## config.mk

```make
export PLATFORM = sky130hd
export DESIGN_NAME = serial_frame_receiver
export DESIGN_NICKNAME = d
export VERILOG_FILES = /design/src/rtl/sfr_pkg.sv /design/src/rtl/serial_frame_receiver.sv /design/src/rtl/sfr_regs.sv /design/src/rtl/sfr_core.sv
export SDC_FILE = /design/constraint.sdc
export NUM_CORES = 1
export LEC_CHECK = 0
export BUFFER_PORTS_ARGS = -buffer_cell sky130_fd_sc_hd__buf_2
export CAP_MARGIN = 25
export CORE_MARGIN = 4
export CORE_UTILIZATION = 64
export CTS_CLUSTER_DIAMETER = 50
export DETAILED_ROUTE_END_ITERATION = 16
export MAX_ROUTING_LAYER = met4
export PLACE_DENSITY = 0.88
export SYNTH_ARGS = -nofsm -noshare
export SYNTH_HDL_FRONTEND = slang
export SYNTH_SLANG_ARGS = --single-unit
```

## constraint.sdc

```tcl
create_clock -name clk -period 13.21 [get_ports clk]
set_input_delay 1.321 -clock clk [delete_from_list [all_inputs] [get_ports clk]]
set_output_delay 1.321 -clock clk [all_outputs]
set_load 0.02 [all_outputs]
```

## src/rtl/sfr_pkg.sv

```systemverilog
// Shared types, codes and reset values for the serial frame receiver.
package sfr_pkg;

  // Widths of the stream and register fields.
  localparam int unsigned ByteW   = 8;
  localparam int unsigned StatusW = 2;
  localparam int unsigned PhaseW  = 2;
  localparam int unsigned CfgIdxW = 8;

  // Receiver phases.
  localparam logic [PhaseW-1:0] PH_HUNT   = 2'd0;
  localparam logic [PhaseW-1:0] PH_SECOND = 2'd1;
  localparam logic [PhaseW-1:0] PH_LENGTH = 2'd2;
  localparam logic [PhaseW-1:0] PH_BODY   = 2'd3;

  // Result status codes.
  localparam logic [StatusW-1:0] ST_OK     = 2'd0;
  localparam logic [StatusW-1:0] ST_HEADER = 2'd1;
  localparam logic [StatusW-1:0] ST_LENGTH = 2'd2;
  localparam logic [StatusW-1:0] ST_SUM    = 2'd3;

  // Register indexes.
  localparam logic [CfgIdxW-1:0] REG_HEADER_FIRST  = 8'd0;
  localparam logic [CfgIdxW-1:0] REG_HEADER_SECOND = 8'd1;
  localparam logic [CfgIdxW-1:0] REG_MIN_LENGTH    = 8'd2;
  localparam logic [CfgIdxW-1:0] REG_MAX_PAYLOAD   = 8'd3;

  // Register reset values.
  localparam logic [ByteW-1:0] RST_HEADER_FIRST  = 8'd170;
  localparam logic [ByteW-1:0] RST_HEADER_SECOND = 8'd85;
  localparam logic [ByteW-1:0] RST_MIN_LENGTH    = 8'd4;
  localparam logic [ByteW-1:0] RST_MAX_PAYLOAD   = 8'd32;

  // Shortest length byte that can hold a length and a checksum.
  localparam logic [ByteW-1:0] MIN_LEGAL_LENGTH = 8'd2;

  // Register file contents as seen by the deframer.
  typedef struct packed {
    logic [ByteW-1:0] header_first;
    logic [ByteW-1:0] header_second;
    logic [ByteW-1:0] min_frame_length;
    logic [ByteW-1:0] max_payload_length;
  } sfr_cfg_t;

endpackage

```

## src/rtl/serial_frame_receiver.sv

```systemverilog
// Top level of the serial frame receiver: register file and deframer.
//
//   Channel | Direction | Handshake           | Contents
//   in_     | slave     | in_tvalid/in_tready | tdata[7:0] rx_byte
//   out_    | master    | out_tvalid/tready   | tdata frame_byte, byte_position,
//           |           |                     | frame_length; tlast; tuser status
//   cfg_    | slave     | cfg_valid/cfg_ready | cfg_index, cfg_data
//
// One byte is accepted per cycle while in_tready is high; each result passes the
// input register, then the result register. Matching header bytes and legal
// length bytes give no beat. Reset (rst_n low, synchronous) returns to hunt and
// reloads register defaults. A stall on out_tready holds the result and the
// input register; in_tready drops only when both are full.
module serial_frame_receiver
  import sfr_pkg::*;
(
  input  logic               clk,
  input  logic               rst_n,
  // Received bytes.
  input  logic               in_tvalid,
  output logic               in_tready,
  input  logic [ByteW-1:0]   in_tdata,   // [7:0] rx_byte
  // Frame bytes and status.
  output logic               out_tvalid,
  input  logic               out_tready,
  output logic [3*ByteW-1:0] out_tdata,  // [7:0] frame_byte, [15:8] byte_position,
                                         // [23:16] frame_length
  output logic               out_tlast,  // is_last
  output logic [StatusW-1:0] out_tuser,  // [1:0] status
  // Register writes.
  input  logic               cfg_valid,
  output logic               cfg_ready,
  input  logic [CfgIdxW-1:0] cfg_index,
  input  logic [ByteW-1:0]   cfg_data
);

  sfr_cfg_t cfg;

  sfr_regs u_regs (
    .clk       (clk),
    .rst_n     (rst_n),
    .cfg_valid (cfg_valid),
    .cfg_ready (cfg_ready),
    .cfg_index (cfg_index),
    .cfg_data  (cfg_data),
    .cfg_o     (cfg)
  );

  sfr_core u_core (
    .clk        (clk),
    .rst_n      (rst_n),
    .cfg_i      (cfg),
    .in_tvalid  (in_tvalid),
    .in_tready  (in_tready),
    .in_tdata   (in_tdata),
    .out_tvalid (out_tvalid),
    .out_tready (out_tready),
    .out_tdata  (out_tdata),
    .out_tlast  (out_tlast),
    .out_tuser  (out_tuser)
  );

endmodule

```

## src/rtl/sfr_regs.sv

```systemverilog
// Configuration register file of the serial frame receiver.
module sfr_regs
  import sfr_pkg::*;
(
  input  logic               clk,
  input  logic               rst_n,
  input  logic               cfg_valid,
  output logic               cfg_ready,
  input  logic [CfgIdxW-1:0] cfg_index,
  input  logic [ByteW-1:0]   cfg_data,
  output sfr_cfg_t           cfg_o
);

  sfr_cfg_t cfg_r;
  sfr_cfg_t cfg_nxt;

  // Writes are always taken; unknown indexes are dropped.
  assign cfg_ready = 1'b1;

  always_comb begin
    cfg_nxt = cfg_r;
    if (cfg_valid) begin
      unique case (cfg_index)
        REG_HEADER_FIRST:  cfg_nxt.header_first       = cfg_data;
        REG_HEADER_SECOND: cfg_nxt.header_second      = cfg_data;
        REG_MIN_LENGTH:    cfg_nxt.min_frame_length   = cfg_data;
        REG_MAX_PAYLOAD:   cfg_nxt.max_payload_length = cfg_data;
        default:           cfg_nxt                    = cfg_r;
      endcase
    end
  end

  always_ff @(posedge clk) begin
    if (!rst_n) begin
      cfg_r.header_first       <= RST_HEADER_FIRST;
      cfg_r.header_second      <= RST_HEADER_SECOND;
      cfg_r.min_frame_length   <= RST_MIN_LENGTH;
      cfg_r.max_payload_length <= RST_MAX_PAYLOAD;
    end else begin
      cfg_r <= cfg_nxt;
    end
  end

  assign cfg_o = cfg_r;

endmodule

```

## src/rtl/sfr_core.sv

```systemverilog
// Deframer datapath: input register, frame state update and result register.
module sfr_core
  import sfr_pkg::*;
(
  input  logic               clk,
  input  logic               rst_n,
  input  sfr_cfg_t           cfg_i,
  input  logic               in_tvalid,
  output logic               in_tready,
  input  logic [ByteW-1:0]   in_tdata,
  output logic               out_tvalid,
  input  logic               out_tready,
  output logic [3*ByteW-1:0] out_tdata,
  output logic               out_tlast,
  output logic [StatusW-1:0] out_tuser
);

  // Input register.
  logic             s1_valid_r, s1_valid_nxt;
  logic [ByteW-1:0] byte_r, byte_nxt;

  // Frame state.
  logic [PhaseW-1:0] phase_r, phase_nxt;
  logic [ByteW-1:0]  sum_r, sum_nxt;
  logic [ByteW-1:0]  left_r, left_nxt;
  logic [ByteW-1:0]  len_r, len_nxt;
  logic [ByteW-1:0]  pos_r, pos_nxt;

  // Result register.
  logic               out_valid_r, out_valid_nxt;
  logic [ByteW-1:0]   res_byte_r, res_byte_nxt;
  logic [ByteW-1:0]   res_pos_r, res_pos_nxt;
  logic [ByteW-1:0]   res_len_r, res_len_nxt;
  logic               res_last_r, res_last_nxt;
  logic [StatusW-1:0] res_st_r, res_st_nxt;

  // Result of the current byte before registering.
  logic               res_valid;
  logic [ByteW-1:0]   res_pos;
  logic [ByteW-1:0]   res_len;
  logic               res_last;
  logic [StatusW-1:0] res_st;

  logic           out_free;
  logic           proc;
  logic [ByteW:0] upper;
  logic           len_bad;
  logic [ByteW-1:0] pos_inc;
  logic [ByteW-1:0] left_dec;

  // The held byte is processed once the result register can take a beat.
  assign out_free  = !out_valid_r || out_tready;
  assign proc      = s1_valid_r && out_free;
  assign in_tready = !s1_valid_r || out_free;

  assign upper    = {1'b0, cfg_i.min_frame_length} + {1'b0, cfg_i.max_payload_length};
  assign len_bad  = (byte_r < MIN_LEGAL_LENGTH) || (byte_r < cfg_i.min_frame_length) ||
                    ({1'b0, byte_r} > upper);
  assign pos_inc  = pos_r + 8'd1;
  assign left_dec = left_r - 8'd1;

  // Input register load.
  always_comb begin
    s1_valid_nxt = s1_valid_r;
    byte_nxt     = byte_r;
    if (in_tready) begin
      s1_valid_nxt = in_tvalid;
      if (in_tvalid) begin
        byte_nxt = in_tdata;
      end
    end
  end

  // Frame state machine, one byte per step.
  always_comb begin
    phase_nxt = phase_r;
    sum_nxt   = sum_r;
    left_nxt  = left_r;
    len_nxt   = len_r;
    pos_nxt   = pos_r;
    res_valid = 1'b0;
    res_pos   = '0;
    res_len   = '0;
    res_last  = 1'b0;
    res_st    = ST_OK;
    if (proc) begin
      unique case (phase_r)
        PH_HUNT: begin
          if (byte_r == cfg_i.header_first) begin
            phase_nxt = PH_SECOND;
          end
        end
        PH_SECOND: begin
          if (byte_r == cfg_i.header_second) begin
            phase_nxt = PH_LENGTH;
          end else begin
            phase_nxt = PH_HUNT;
            res_valid = 1'b1;
            res_last  = 1'b1;
            res_st    = ST_HEADER;
          end
        end
        PH_LENGTH: begin
          if (len_bad) begin
            phase_nxt = PH_HUNT;
            res_valid = 1'b1;
            res_len   = byte_r;
            res_last  = 1'b1;
            res_st    = ST_LENGTH;
          end else begin
            len_nxt   = byte_r;
            sum_nxt   = byte_r;
            left_nxt  = byte_r - 8'd1;
            pos_nxt   = '0;
            phase_nxt = PH_BODY;
          end
        end
        PH_BODY: begin
          pos_nxt   = pos_inc;
          left_nxt  = left_dec;
          res_valid = 1'b1;
          res_pos   = pos_inc;
          res_len   = len_r;
          if (left_dec == '0) begin
            // Checksum byte closes the frame.
            phase_nxt = PH_HUNT;
            res_last  = 1'b1;
            res_st    = (sum_r == byte_r) ? ST_OK : ST_SUM;
          end else begin
            sum_nxt = sum_r + byte_r;
          end
        end
        default: phase_nxt = PH_HUNT;
      endcase
    end
  end

  // Result register load.
  always_comb begin
    out_valid_nxt = out_valid_r;
    res_byte_nxt  = res_byte_r;
    res_pos_nxt   = res_pos_r;
    res_len_nxt   = res_len_r;
    res_last_nxt  = res_last_r;
    res_st_nxt    = res_st_r;
    if (out_free) begin
      out_valid_nxt = res_valid;
      if (res_valid) begin
        res_byte_nxt = byte_r;
        res_pos_nxt  = res_pos;
        res_len_nxt  = res_len;
        res_last_nxt = res_last;
        res_st_nxt   = res_st;
      end
    end
  end

  // Control state.
  always_ff @(posedge clk) begin
    if (!rst_n) begin
      s1_valid_r  <= 1'b0;
      out_valid_r <= 1'b0;
      phase_r     <= PH_HUNT;
      sum_r       <= '0;
      left_r      <= '0;
      len_r       <= '0;
      pos_r       <= '0;
    end else begin
      s1_valid_r  <= s1_valid_nxt;
      out_valid_r <= out_valid_nxt;
      phase_r     <= phase_nxt;
      sum_r       <= sum_nxt;
      left_r      <= left_nxt;
      len_r       <= len_nxt;
      pos_r       <= pos_nxt;
    end
  end

  // Payload registers.
  always_ff @(posedge clk) begin
    byte_r     <= byte_nxt;
    res_byte_r <= res_byte_nxt;
    res_pos_r  <= res_pos_nxt;
    res_len_r  <= res_len_nxt;
    res_last_r <= res_last_nxt;
    res_st_r   <= res_st_nxt;
  end

  assign out_tvalid = out_valid_r;
  assign out_tdata  = {res_len_r, res_pos_r, res_byte_r};
  assign out_tlast  = res_last_r;
  assign out_tuser  = res_st_r;

endmodule

```

### Word level (Yosys, flattened, before mapping)

Cells that the tools add are included.

* flip-flop bits (word level): 103
* input bits: 29

* muxes and demuxes: 25
* $add $sub $neg: 5
* reductions and logical operators: 22
* equality and inequality tests: 13
* bitwise logic cells: 1
* $lt $le $gt $ge: 3

Operator list (number)
* $pmux 8 s2: 4
* $mux 8: 5
* $eq 8x8->1: 3
* $eq 8x2->1 const B: 2
* $logic_not 8->1: 2
* $sub 8x1->8 const B: 2
* $mux 2: 7
* $reduce_and 2->1: 7
* $add 8x8->9: 1
* $gt 8x9->1: 1
* $reduce_and 3->1: 3
* $add 8x1->8 const B: 1
* $add 8x8->8: 1
* $eq 8x1->1 const B: 1
* $lt 8x2->1 const B: 1
* $lt 8x8->1: 1
* $pmux 2 s4: 1
* $pmux 1 s3: 2
* $pmux 2 s3: 1
* $mux 1: 5
* $eq 2x2->1 const B: 2
* $logic_or 1x1->1: 4
* $ne 2x1->1 const B: 2
* $ne 2x2->1 const B: 2
* 7 further kinds: 8

### Depth between registers and ports, before layout

Gate-level depths: netlist of the first run.

* depth after elaboration: 7
* gate-level depth with buffers: 18
* depth with buffers taken out: 16

### Hierarchy

A second synthesis of the first run with hierarchy kept.

* cell total of the unflattened synthesis: 627
* area total of the unflattened synthesis: 5960.7 um^2

Modules (own cells, without submodules)
* sfr_core: area each 4640.7 um^2, times used 1, cells an instance 499
* sfr_regs: area each 1320.0 um^2, times used 1, cells an instance 128

### Worst setup path after synthesis of the first run

Ideal clock, no wire load.

* kind: register -> register
* start: register u_regs.cfg_r (netlist bit u_regs.cfg_o[8])
* end: register u_core.res_last_r (netlist: u_core.out_tlast) (enable)
* required time: 12790 ps
* stages on the path, launching flop included: 16
* period minus slack after synthesis: 4321 ps
* setup slack: 8889 ps
* arrival: 3901 ps
* path buffers: 0
* cells stage by stage: dfxtp_1 -> ha_1 -> inv_1 -> fa_1 -> nor2b_1 -> o31a_1 -> o21ai_0 -> nand2b_1 -> xnor2_1 -> ha_1 -> nand4_1 -> a21oi_1 -> a2111oi_4 -> nor4_2 -> o21ai_0 -> a21oi_1

* cells in the longest elaborated chain, start to end: 7
* elaborated cells on any way between the ends: 9

RTL lines
* start: declaration: line sfr_regs.sv:14 `sfr_cfg_t cfg_r;`
* start signal: assignment: line sfr_regs.sv:40 `cfg_r <= cfg_nxt;`
* $add 8x8->9 or $lt 8x8->1 (tied branches): line sfr_core.sv:56, sfr_core.sv:57
* $gt 8x9->1 or $logic_or 1x1->1 (tied branches): line sfr_core.sv:58, sfr_core.sv:57
* $logic_or 1x1->1 (*): line sfr_core.sv:57 `assign len_bad = (byte_r < MIN_LEGAL_LENGTH) || (byte_r < cfg_i.min_frame_length) ||`
* $mux 1 (*): line sfr_core.sv:104 `if (len_bad) begin`
* $pmux 1 s3 (*): line sfr_core.sv:87 `unique case (phase_r)`
* $mux 1 (*): line sfr_core.sv:86 `if (proc) begin`
* $reduce_and 2->1 (no source line) (*)
* end signal: assignment: line sfr_core.sv:185 `res_last_r <= res_last_nxt;`
* end: declaration: line sfr_core.sv:34 `logic res_last_r, res_last_nxt;`

Mark *: on every way between the ends. The rest lies on a longest branch, timed or not.
A chain may end at the register's enable or synchronous reset.

### Worst setup path after layout of the first run

* start: register u_regs.cfg_r (netlist bit u_regs.cfg_o[8])
* end: register u_core.pos_r[7]

* cells in the longest elaborated chain, start to end: 5
* elaborated cells on any way between the ends: 7

RTL lines
* $add 8x8->9 or $lt 8x8->1 (tied branches): line sfr_core.sv:56, sfr_core.sv:57
* $gt 8x9->1 or $logic_or 1x1->1 (tied branches): line sfr_core.sv:58, sfr_core.sv:57
* $logic_or 1x1->1 (*): line sfr_core.sv:57
* $ne 2x2->1 (no source line) (*)
* $reduce_and 3->1 (no source line) (*)
* end signal: assignment: line sfr_core.sv:175 `pos_r <= pos_nxt;`
* end: declaration: line sfr_core.sv:27 `logic [ByteW-1:0] pos_r, pos_nxt;`

Marked as above.

==> impl_metrics.yaml, run 1 <==
die:
  rows: 33
  die_h_um: 101
  die_w_um: 101
  ios: 59
  die-area_mm2: 0.0103
  coreArea_mm2: 0.00834
  start_util: 0.671
worst_setup_path:
  cp_slowest_cell: "a211o_1"
  end_kind: "register"
  crit_required_ns: 13.53
  path_cells: "ha_1 -> inv_1 -> fa_1 -> nor2b_1 -> o21ai_0 -> a21o_1 -> ha_1 -> a21o_1 -> a21o_1 -> a2111oi_4 -> nor3_1 -> a211o_1 -> or4b_1 -> a21oi_1"
  path_class: "register to register"
  critPathLaunchType: "register"
  crit_top_cell: "a21o_1"
  arrival_ns: 4.41
  cp_num_buf_inv: 1
  cp_max_fo: 29
  r2r_slack_ns: 9.12
  max_stage_delay_ns: 0.66
  path_delay_family: "compound AO/OA/AOI/OAI gates"
yosys:
  ys_seq_area_frac: 0.431
  synthesis.nets: 659
  syn-cell-area_mm2: 0.00559
  synthCells: 594
  ys_seq_elements: 103
  synth_warnings: 0
  synth_top_cell_by_area: "dfxtp_1"
  async_reset_ff_frac: 0
  synth_area_leaders: "dfxtp_1, edfxtp_1, ha_1, mux2i_1, nand2_1"
  syn_avg_cell_area_um2: 9.42
  synth_cell_types: 63
  synth-edff-count: 35
  synth_top_cell_area_share: 0.243
  ys.flop_type: "dfxtp_1"
worst_hold_path:
  hp-class: "register to register"
clock_tree:
  ctsRootBufferMaster: "clkbuf_8"
  insertion_delay_ns: 0.39
  post_cts_buffers: 0
  clock-sinks: 103
  cts_resized: 0
  tritoncts: "done"
  htreeDepth: 3
  numCtsBuffers: 9
  clockBufferDepth: 2
  clkTransAtPathRegs_ns: 0.11
  cts.hold.buffers_added: 0
routing:
  avgViaCountPerCell: 6.27
  num_vias: 4663
  ant_nets: 0
  routed_wl_um: 13500
  drt_pass1_iterations: 5
  drc: 0
  drt_iter0_markers: 375
  routedWlPerCell_um: 18.1
placed_design:
  place_area_mm2: 0.00590
  dp.cells: 728
  portBuffers: 57
  gp_congestion: 0.959
  dp_hpwl_um: 9310
timing:
  timing.final.crit_share: 0.310
  fmax_mhz: 244
  rsz0062_at_grt: "false"
  worst_clock_skew_ns: 0.0124
  slew_viol_final: 0
  post-route-min-period_ns: 4.09
  finalSetupViolations: 0
  hold_violations: 0
  maxSlewHeadroom: 0.324
  worst_pin_slew_ns: 1.01
  setup_tns_ns: 0
cells_and_area:
  instances_no_fill: 744
  final_common_cell: "dfxtp_1"
  register_area_mm2: 0.00241
  layout.nets: 699
  fill_cells: 619
  drive_gt1_frac: 0.144
  layout_common_cells: "dfxtp_1, nand2_1, buf_2"
  multi_input_comb_area_mm2: 0.00295
  area_growth_pct: 9.22
  final_cell_area_mm2: 0.00611
  num_antenna_cells: 0
global_routing:
  overflow: 0
  antenna_found_initial: 0
  grt_pass1_vias: 4627
  grt_pass1_wl_um: 21800
  grt_use_total: 0.278
  grt_max_degree: 51
pwr:
  power.density_mw_per_mm2: 96.8
  ir_worst_vdd_v: 0.0000723
  total_power_uw: 591
  p_leak_nw: 2.40
flow_run:
  maxCapViolCount: 0
status:
  status: "finished, final reports clean"
==> area by class of cell <==
cell class | instances | area share
clock buffers | 10 | 0.0209
clock inverters | 6 | 0.0129
inverters | 24 | 0.0147
multi-input cells | 435 | 0.483
flip-flops and latches | 103 | 0.395
well taps | 105 | 0.0215
repair buffers | 61 | 0.0516
==> per-layer routing <==
layer  track usage  part of all wire  vias up
li1              -                 -     2190
met1         0.328              0.40     2234
met2         0.469              0.51      190
met3        0.0510             0.058       49
met4         0.107             0.032        0
met5             -                 0        -
==> synthesized netlist by cell type (all sizes together) (6+ instances only) <==
cell    number
dfxtp       68
nand2       67
nor2        57
a21oi       40
edfxtp      35
ha          34
mux2i       31
o21ai       29
inv         24
clkbuf      23
xnor2       21
xor2        15
nand2b      11
nand3       11
nor3        11
buf          9
a22o         8
nor4         8
nand3b       6
nand4        6
nor2b        6
==> cells by family after synthesis <==
logic type      Yosys count  share of synthesized area
fa+ha+maj                36                     0.0832
other cells               1                   0.000670
mux                      32                     0.0575
compound gates          121                      0.145
buf+inv                  56                     0.0425
simple gates            209                      0.183
flops                   103                      0.431
xor+xnor                 36                     0.0564
==> tightest hold or removal path, cell delays in order (launching register included) <==
cell and delay (ns):
dfxtp_1 0.33, nand2_1 0.05, a21oi_1 0.05
==> registers in the layout, indices dropped and copies added, names as in the netlist <==
name / cells
u_core.byte_r: 8
u_core.left_r: 8
u_core.len_r: 8
u_core.out_tlast: 1
u_core.out_tuser: 2
u_core.out_tvalid: 1
u_core.phase_r: 2
u_core.pos_r: 8
u_core.res_byte_r: 8
u_core.res_len_r: 8
u_core.res_pos_r: 8
u_core.s1_valid_r: 1
u_core.sum_r: 8
u_regs.cfg_o: 32
==> where the power goes <==
| group | total, mW | switching [mW] | internal [mW] |
|---|---|---|---|
| Clock | 0.212 | 0.120 | 0.0915 |
| Sequential | 0.340 | 0.0114 | 0.329 |
| Combinational | 0.0394 | 0.0224 | 0.0171 |
==> through the flow <==
stage	setup slack [ns]	hold WS (ns)	util
floorplan	8.89	0.436	-
global placement	9.29	0.447	0.707
detailed placement	9.14	0.455	0.708
CTS	9.12	0.469	0.732
global route	8.83	0.504	0.732
finish	9.12	0.471	0.732
==> worst paths after layout <==
check | cells past startpoint | to | startpoint
max | 14 | u_core.pos_r[7] | u_regs.cfg_o[8]
min | 2 | u_regs.cfg_o[4] | u_regs.cfg_o[4]
min reg2reg | 2 | u_regs.cfg_o[4] | u_regs.cfg_o[4]
max reg2reg | 14 | u_core.pos_r[7] | u_regs.cfg_o[8]
Power figures use the tool's default switching activity.
==> run 2: changes to the inputs <==
--- a/config.mk
+++ b/config.mk
@@ -8,11 +8,11 @@
 export BUFFER_PORTS_ARGS = -buffer_cell sky130_fd_sc_hd__buf_2
 export CAP_MARGIN = 25
 export CORE_MARGIN = 4
-export CORE_UTILIZATION = 64
+export CORE_UTILIZATION = 53
 export CTS_CLUSTER_DIAMETER = 50
 export DETAILED_ROUTE_END_ITERATION = 16
 export MAX_ROUTING_LAYER = met4
-export PLACE_DENSITY = 0.88
+export PLACE_DENSITY = 0.78
 export SYNTH_ARGS = -nofsm -noshare
 export SYNTH_HDL_FRONTEND = slang
 export SYNTH_SLANG_ARGS = --single-unit
==> constraint.sdc (replaced) <==
create_clock -name clk -period 3.3 [get_ports clk]
set_input_delay 0.33 -clock clk [delete_from_list [all_inputs] [get_ports clk]]
set_output_delay 0.33 -clock clk [all_outputs]
set_load 0.02 [all_outputs]
==> run 2 against run 1 <==
- the run now ends with negative setup slack left
- global-route usage shrank 4.3 points
- cell count rose by 12%
- worst setup slack worse by 9.4 ns
- non-clock buffer count grew 58
- critical endpoint is now u_core.res_len_r[4]
- largest cell class unchanged
- highest routed layer unchanged
==> impl_metrics.yaml, run 2 (synthesis gave the netlist of run 1 again) <==
cells_and_area:
  largest_reg_flops: 32
  instances_no_fill: 833
  layout.nets: 757
  final_cell_area_mm2: 0.00686
  register_area_mm2: 0.00242
  num_antenna_cells: 0
  fill_cells: 766
  layout_common_cells: "nand2_1, dfxtp_1, buf_2"
  area_growth_pct: 22.7
  drive_gt1_frac: 0.261
  multi_input_comb_area_mm2: 0.00312
routing:
  drc: 0
  ant_nets: 0
  avgViaCountPerCell: 5.90
  drt_iter0_markers: 296
  routedWlPerCell_um: 17.7
  num_vias: 4912
  routed_wl_um: 14800
  drt_pass1_iterations: 5
clock_tree:
  clockBufferDepth: 2
  ctsRootBufferMaster: "clkbuf_8"
  numCtsBuffers: 9
  insertion_delay_ns: 0.39
  clkTransAtPathRegs_ns: 0.10
  tritoncts: "done"
  htreeDepth: 3
  clock-sinks: 103
die:
  die_h_um: 111
  ios: 59
  die_w_um: 111
  rows: 37
  start_util: 0.542
  coreArea_mm2: 0.0103
  die-area_mm2: 0.0123
worst_setup_path:
  critPathLaunchType: "register"
  arrival_ns: 3.72
  crit_required_ns: 3.40
  cp_num_buf_inv: 4
  max_stage_delay_ns: 0.38
  path_class: "register to register"
  cp_slowest_cell: "nor4_4"
  cp_max_fo: 10
  path_cells: "ha_4 -> inv_2 -> fa_2 -> nor2b_2 -> o31a_1 -> o21ai_2 -> nand2b_1 -> xnor2_1 -> ha_1 -> nand4_1 -> a21oi_2 -> a2111oi_4 -> buf_4 -> nor4_4 -> o21ai_2 -> a21oi_4 -> buf_12 -> buf_12"
  end_kind: "register"
  path_delay_family: "compound AO/OA/AOI/OAI gates"
placed_design:
  dp_hpwl_um: 9900
  portBuffers: 57
  place_area_mm2: 0.00625
  dp.cells: 791
  gp_congestion: 0.910
  place_ws_ns: -0.247
timing:
  post-route-min-period_ns: 3.61
  maxSlewHeadroom: 0.387
  worst_pin_slew_ns: 0.919
  timing.final.crit_share: 1.09
  rsz0062_at_grt: "true"
  worst_clock_skew_ns: 0.0132
  finalSetupViolations: 70
  fmax_mhz: 277
  slew_viol_final: 0
  setup_ws_ns: -0.313
  hold_violations: 0
status:
  violations: "negative setup slack"
  status: "complete, but fails checks"
global_routing:
  grt_pass1_vias: 4950
  grt_max_degree: 51
  grt_use_total: 0.235
  grt_pass1_wl_um: 23200
  overflow: 0
  antenna_found_initial: 0
worst_hold_path:
  hp-class: "primary input to register"
pwr:
  power.density_mw_per_mm2: 339
  ir_worst_vdd_v: 0.000198
  p_leak_nw: 2.74
flow_run:
  maxCapViolCount: 0
## run 2: final cells by class
| cell class | instances | share of cell area |
|---|---|---|
| Inverter | 24 | 0.0131 |
| Clock inverter | 6 | 0.00820 |
| Tap cell | 136 | 0.0248 |
| Timing Repair Buffer | 119 | 0.129 |
| Clock buffer | 10 | 0.0186 |
| Multi-Input combinational cell | 435 | 0.455 |
| Sequential cell | 103 | 0.352 |
## run 2: metrics by stage
| step | total power, mW | hold slack [ns] | setup TNS, ns | util |
|---|---|---|---|---|
| 2_1_floorplan | 1.49 | 0.429 | -4.15 | - |
| 3_3_place_gp | 1.56 | 0.450 | -3.45 | 0.606 |
| 3_5_place_dp | 1.57 | 0.457 | -10.59 | 0.606 |
| 4_1_cts | 2.32 | 0.112 | -4.89 | 0.637 |
| 5_1_grt | 2.41 | 0.0926 | -25.26 | 0.665 |
| 6_report | 2.32 | 0.119 | -15.75 | 0.665 |
## run 2: path summary, 6_finish.rpt
check / slack (ns) / from / cells after the start / endpoint
setup / recovery: -0.31 / u_regs.cfg_o[8] / 18 / u_core.res_len_r[4]
setup reg to reg: -0.31 / u_regs.cfg_o[8] / 18 / u_core.res_len_r[4]
hold / removal: 0.12 / in_tdata[4] / 1 / u_core.byte_r[4]
hold reg to reg: 0.47 / u_regs.cfg_o[17] / 2 / u_regs.cfg_o[17]
## run 2: metal layers
layer,up-vias,GRT usage,share of wire
li1,2301,-,-
met1,2346,0.264,0.39
met2,211,0.415,0.51
met3,54,0.0442,0.066
met4,0,0.0870,0.033
met5,-,-,0
## run 2: repair_timing
item                                    CTS  global route
endpoints found under the setup margin   70            72
cloned                                    1             3
pin swaps                                13            26
resized for setup                        23            25
hold buffers                              0             0
buffers inserted                         10            13
## run 2: report_power, final
part	internal [mW]	switching, mW
Clock	0.289	0.482
Combinational	0.0888	0.133
Sequential	1.32	0.0155
==> run 3: changes to the inputs <==
--- a/config.mk
+++ b/config.mk
@@ -12,7 +12,7 @@
 export CTS_CLUSTER_DIAMETER = 50
 export DETAILED_ROUTE_END_ITERATION = 16
 export MAX_ROUTING_LAYER = met4
-export PLACE_DENSITY = 0.78
+export PLACE_DENSITY = 0.76
 export SYNTH_ARGS = -nofsm -noshare
 export SYNTH_HDL_FRONTEND = slang
 export SYNTH_SLANG_ARGS = --single-unit
==> run 3 against run 2 <==
- the flow still finishes with violations (negative setup slack)
- cell count shrank 0.96%
- hold slack worse by 0.011 ns
- critical path depth grew 1
- clock power is 3.4% lower
- via count decreased by 2.0%
- critical endpoint is now u_core.left_r[1]
==> impl_metrics.yaml, run 3 (synthesis gave the netlist of run 1 again) <==
routing:
  drt_iter0_markers: 283
  num_vias: 4815
  routedWlPerCell_um: 17.6
  avgViaCountPerCell: 5.84
  routed_wl_um: 14600
  ant_nets: 0
  drt_pass1_iterations: 5
  drc: 0
worst_setup_path:
  path_class: "register to register"
  critPathLaunchType: "register"
  crit_required_ns: 3.55
  cp_max_fo: 7
  end_kind: "register"
  arrival_ns: 3.78
flow_run:
  maxCapViolCount: 0
global_routing:
  grt_max_degree: 51
  antenna_found_initial: 0
  grt_pass1_wl_um: 23000
  grt_pass1_vias: 4730
  grt_use_total: 0.236
  overflow: 0
die:
  die_h_um: 111
  coreArea_mm2: 0.0103
  start_util: 0.542
  die-area_mm2: 0.0123
  rows: 37
  ios: 59
  die_w_um: 111
placed_design:
  portBuffers: 57
  place_area_mm2: 0.00625
  gp_congestion: 0.923
  dp_hpwl_um: 9740
pwr:
  ir_worst_vdd_v: 0.000321
  p_leak_nw: 2.66
  power.density_mw_per_mm2: 342
timing:
  post-route-min-period_ns: 3.53
  worst_pin_slew_ns: 0.919
  maxSlewHeadroom: 0.386
  fmax_mhz: 283
  rsz0062_at_grt: "true"
  setup_ws_ns: -0.232
  slew_viol_final: 0
  hold_violations: 0
  setup_tns_ns: -10.80
  worst_clock_skew_ns: 0.0116
  hold_ws_ns: 0.108
  timing.final.crit_share: 1.07
  finalSetupViolations: 69
cells_and_area:
  area_growth_pct: 20.1
  final_common_cell: "nand2_1"
  final_cell_area_mm2: 0.00672
  drive_gt1_frac: 0.250
  layout_common_cells: "nand2_1, dfxtp_1, buf_2"
  layout.nets: 749
  fin_util: 0.650
  num_antenna_cells: 0
  largest_reg_flops: 32
clock_tree:
  insertion_delay_ns: 0.40
  tritoncts: "done"
  clockBufferDepth: 2
  clkTransAtPathRegs_ns: 0.09
  numCtsBuffers: 9
  clock-sinks: 103
  htreeDepth: 3
  ctsRootBufferMaster: "clkbuf_8"
status:
  status: "complete, but fails checks"
  violations: "negative setup slack"
worst_hold_path:
  hp-class: "primary input to register"
## run 3: area by class of cell
type                            count  area [µm²]
Clock buffer                       11         141
Timing Repair Buffer              111         744
Clock inverter                      5        33.8
Multi-Input combinational cell    435        3120
Tap cell                          136         170
Sequential cell                   103        2420
Inverter                           24        90.1
Fill cell                         805        3610
## run 3: path summary, 6_finish.rpt
| check | start | end | slack (ns) | cells after the start |
|---|---|---|---|---|
| worst max-delay path | u_regs.cfg_o[8] | u_core.left_r[1] | -0.23 | 19 |
| worst min-delay path | in_tdata[3] | u_core.byte_r[3] | 0.11 | 1 |
| worst max register to register | u_regs.cfg_o[8] | u_core.left_r[1] | -0.23 | 19 |
| worst min register to register | u_regs.cfg_o[19] | u_regs.cfg_o[19] | 0.47 | 2 |
## run 3: power breakdown
group	total (mW)	switching (mW)	internal, mW
Sequential	1.33	0.0184	1.32
Combinational	0.218	0.130	0.0884
Clock	0.745	0.451	0.294
Total	2.30	0.599	1.70
## run 3: layer usage
layer	wire, µm	global-route usage	up-vias
met5	0	-	-
met4	544	0.117	0
met3	935	0.0486	49
met2	7320	0.398	191
met1	5760	0.266	2288
li1	-	-	2287
## run 3: what timing repair did
action,4_1_cts,5_1_grt
pin swaps,18,8
buffers inserted,7,10
gates resized for setup,27,19
gates cloned,1,0
hold buffers,0,0
setup endpoints to repair,69,72
## run 3: worst max-delay path, cell delays in order (launching register included)
cell and delay (ns):
dfxtp_2 0.36, ha_4 0.14, inv_2 0.03, fa_2 0.34, nor2b_2 0.15, o31a_1 0.20
o21ai_1 0.07, nand2b_1 0.08, xnor2_1 0.12, ha_1 0.29, nand4_1 0.12, buf_4 0.13
o22ai_2 0.08, or3_4 0.34, nor3_2 0.23, a211o_4 0.18, buf_6 0.14, buf_4 0.12
mux2i_1 0.19, nor2_1 0.06
## run 3: stage by stage
step / total power, mW / setup slack, ns / std cells
after floorplan: 1.49 / -0.153 / 594
after global placement: 1.56 / -0.220 / 792
after detailed placement: 1.57 / -0.329 / 792
after CTS: 2.29 / -0.116 / 816
after global routing: 2.37 / -0.403 / 825
final: 2.30 / -0.232 / 825
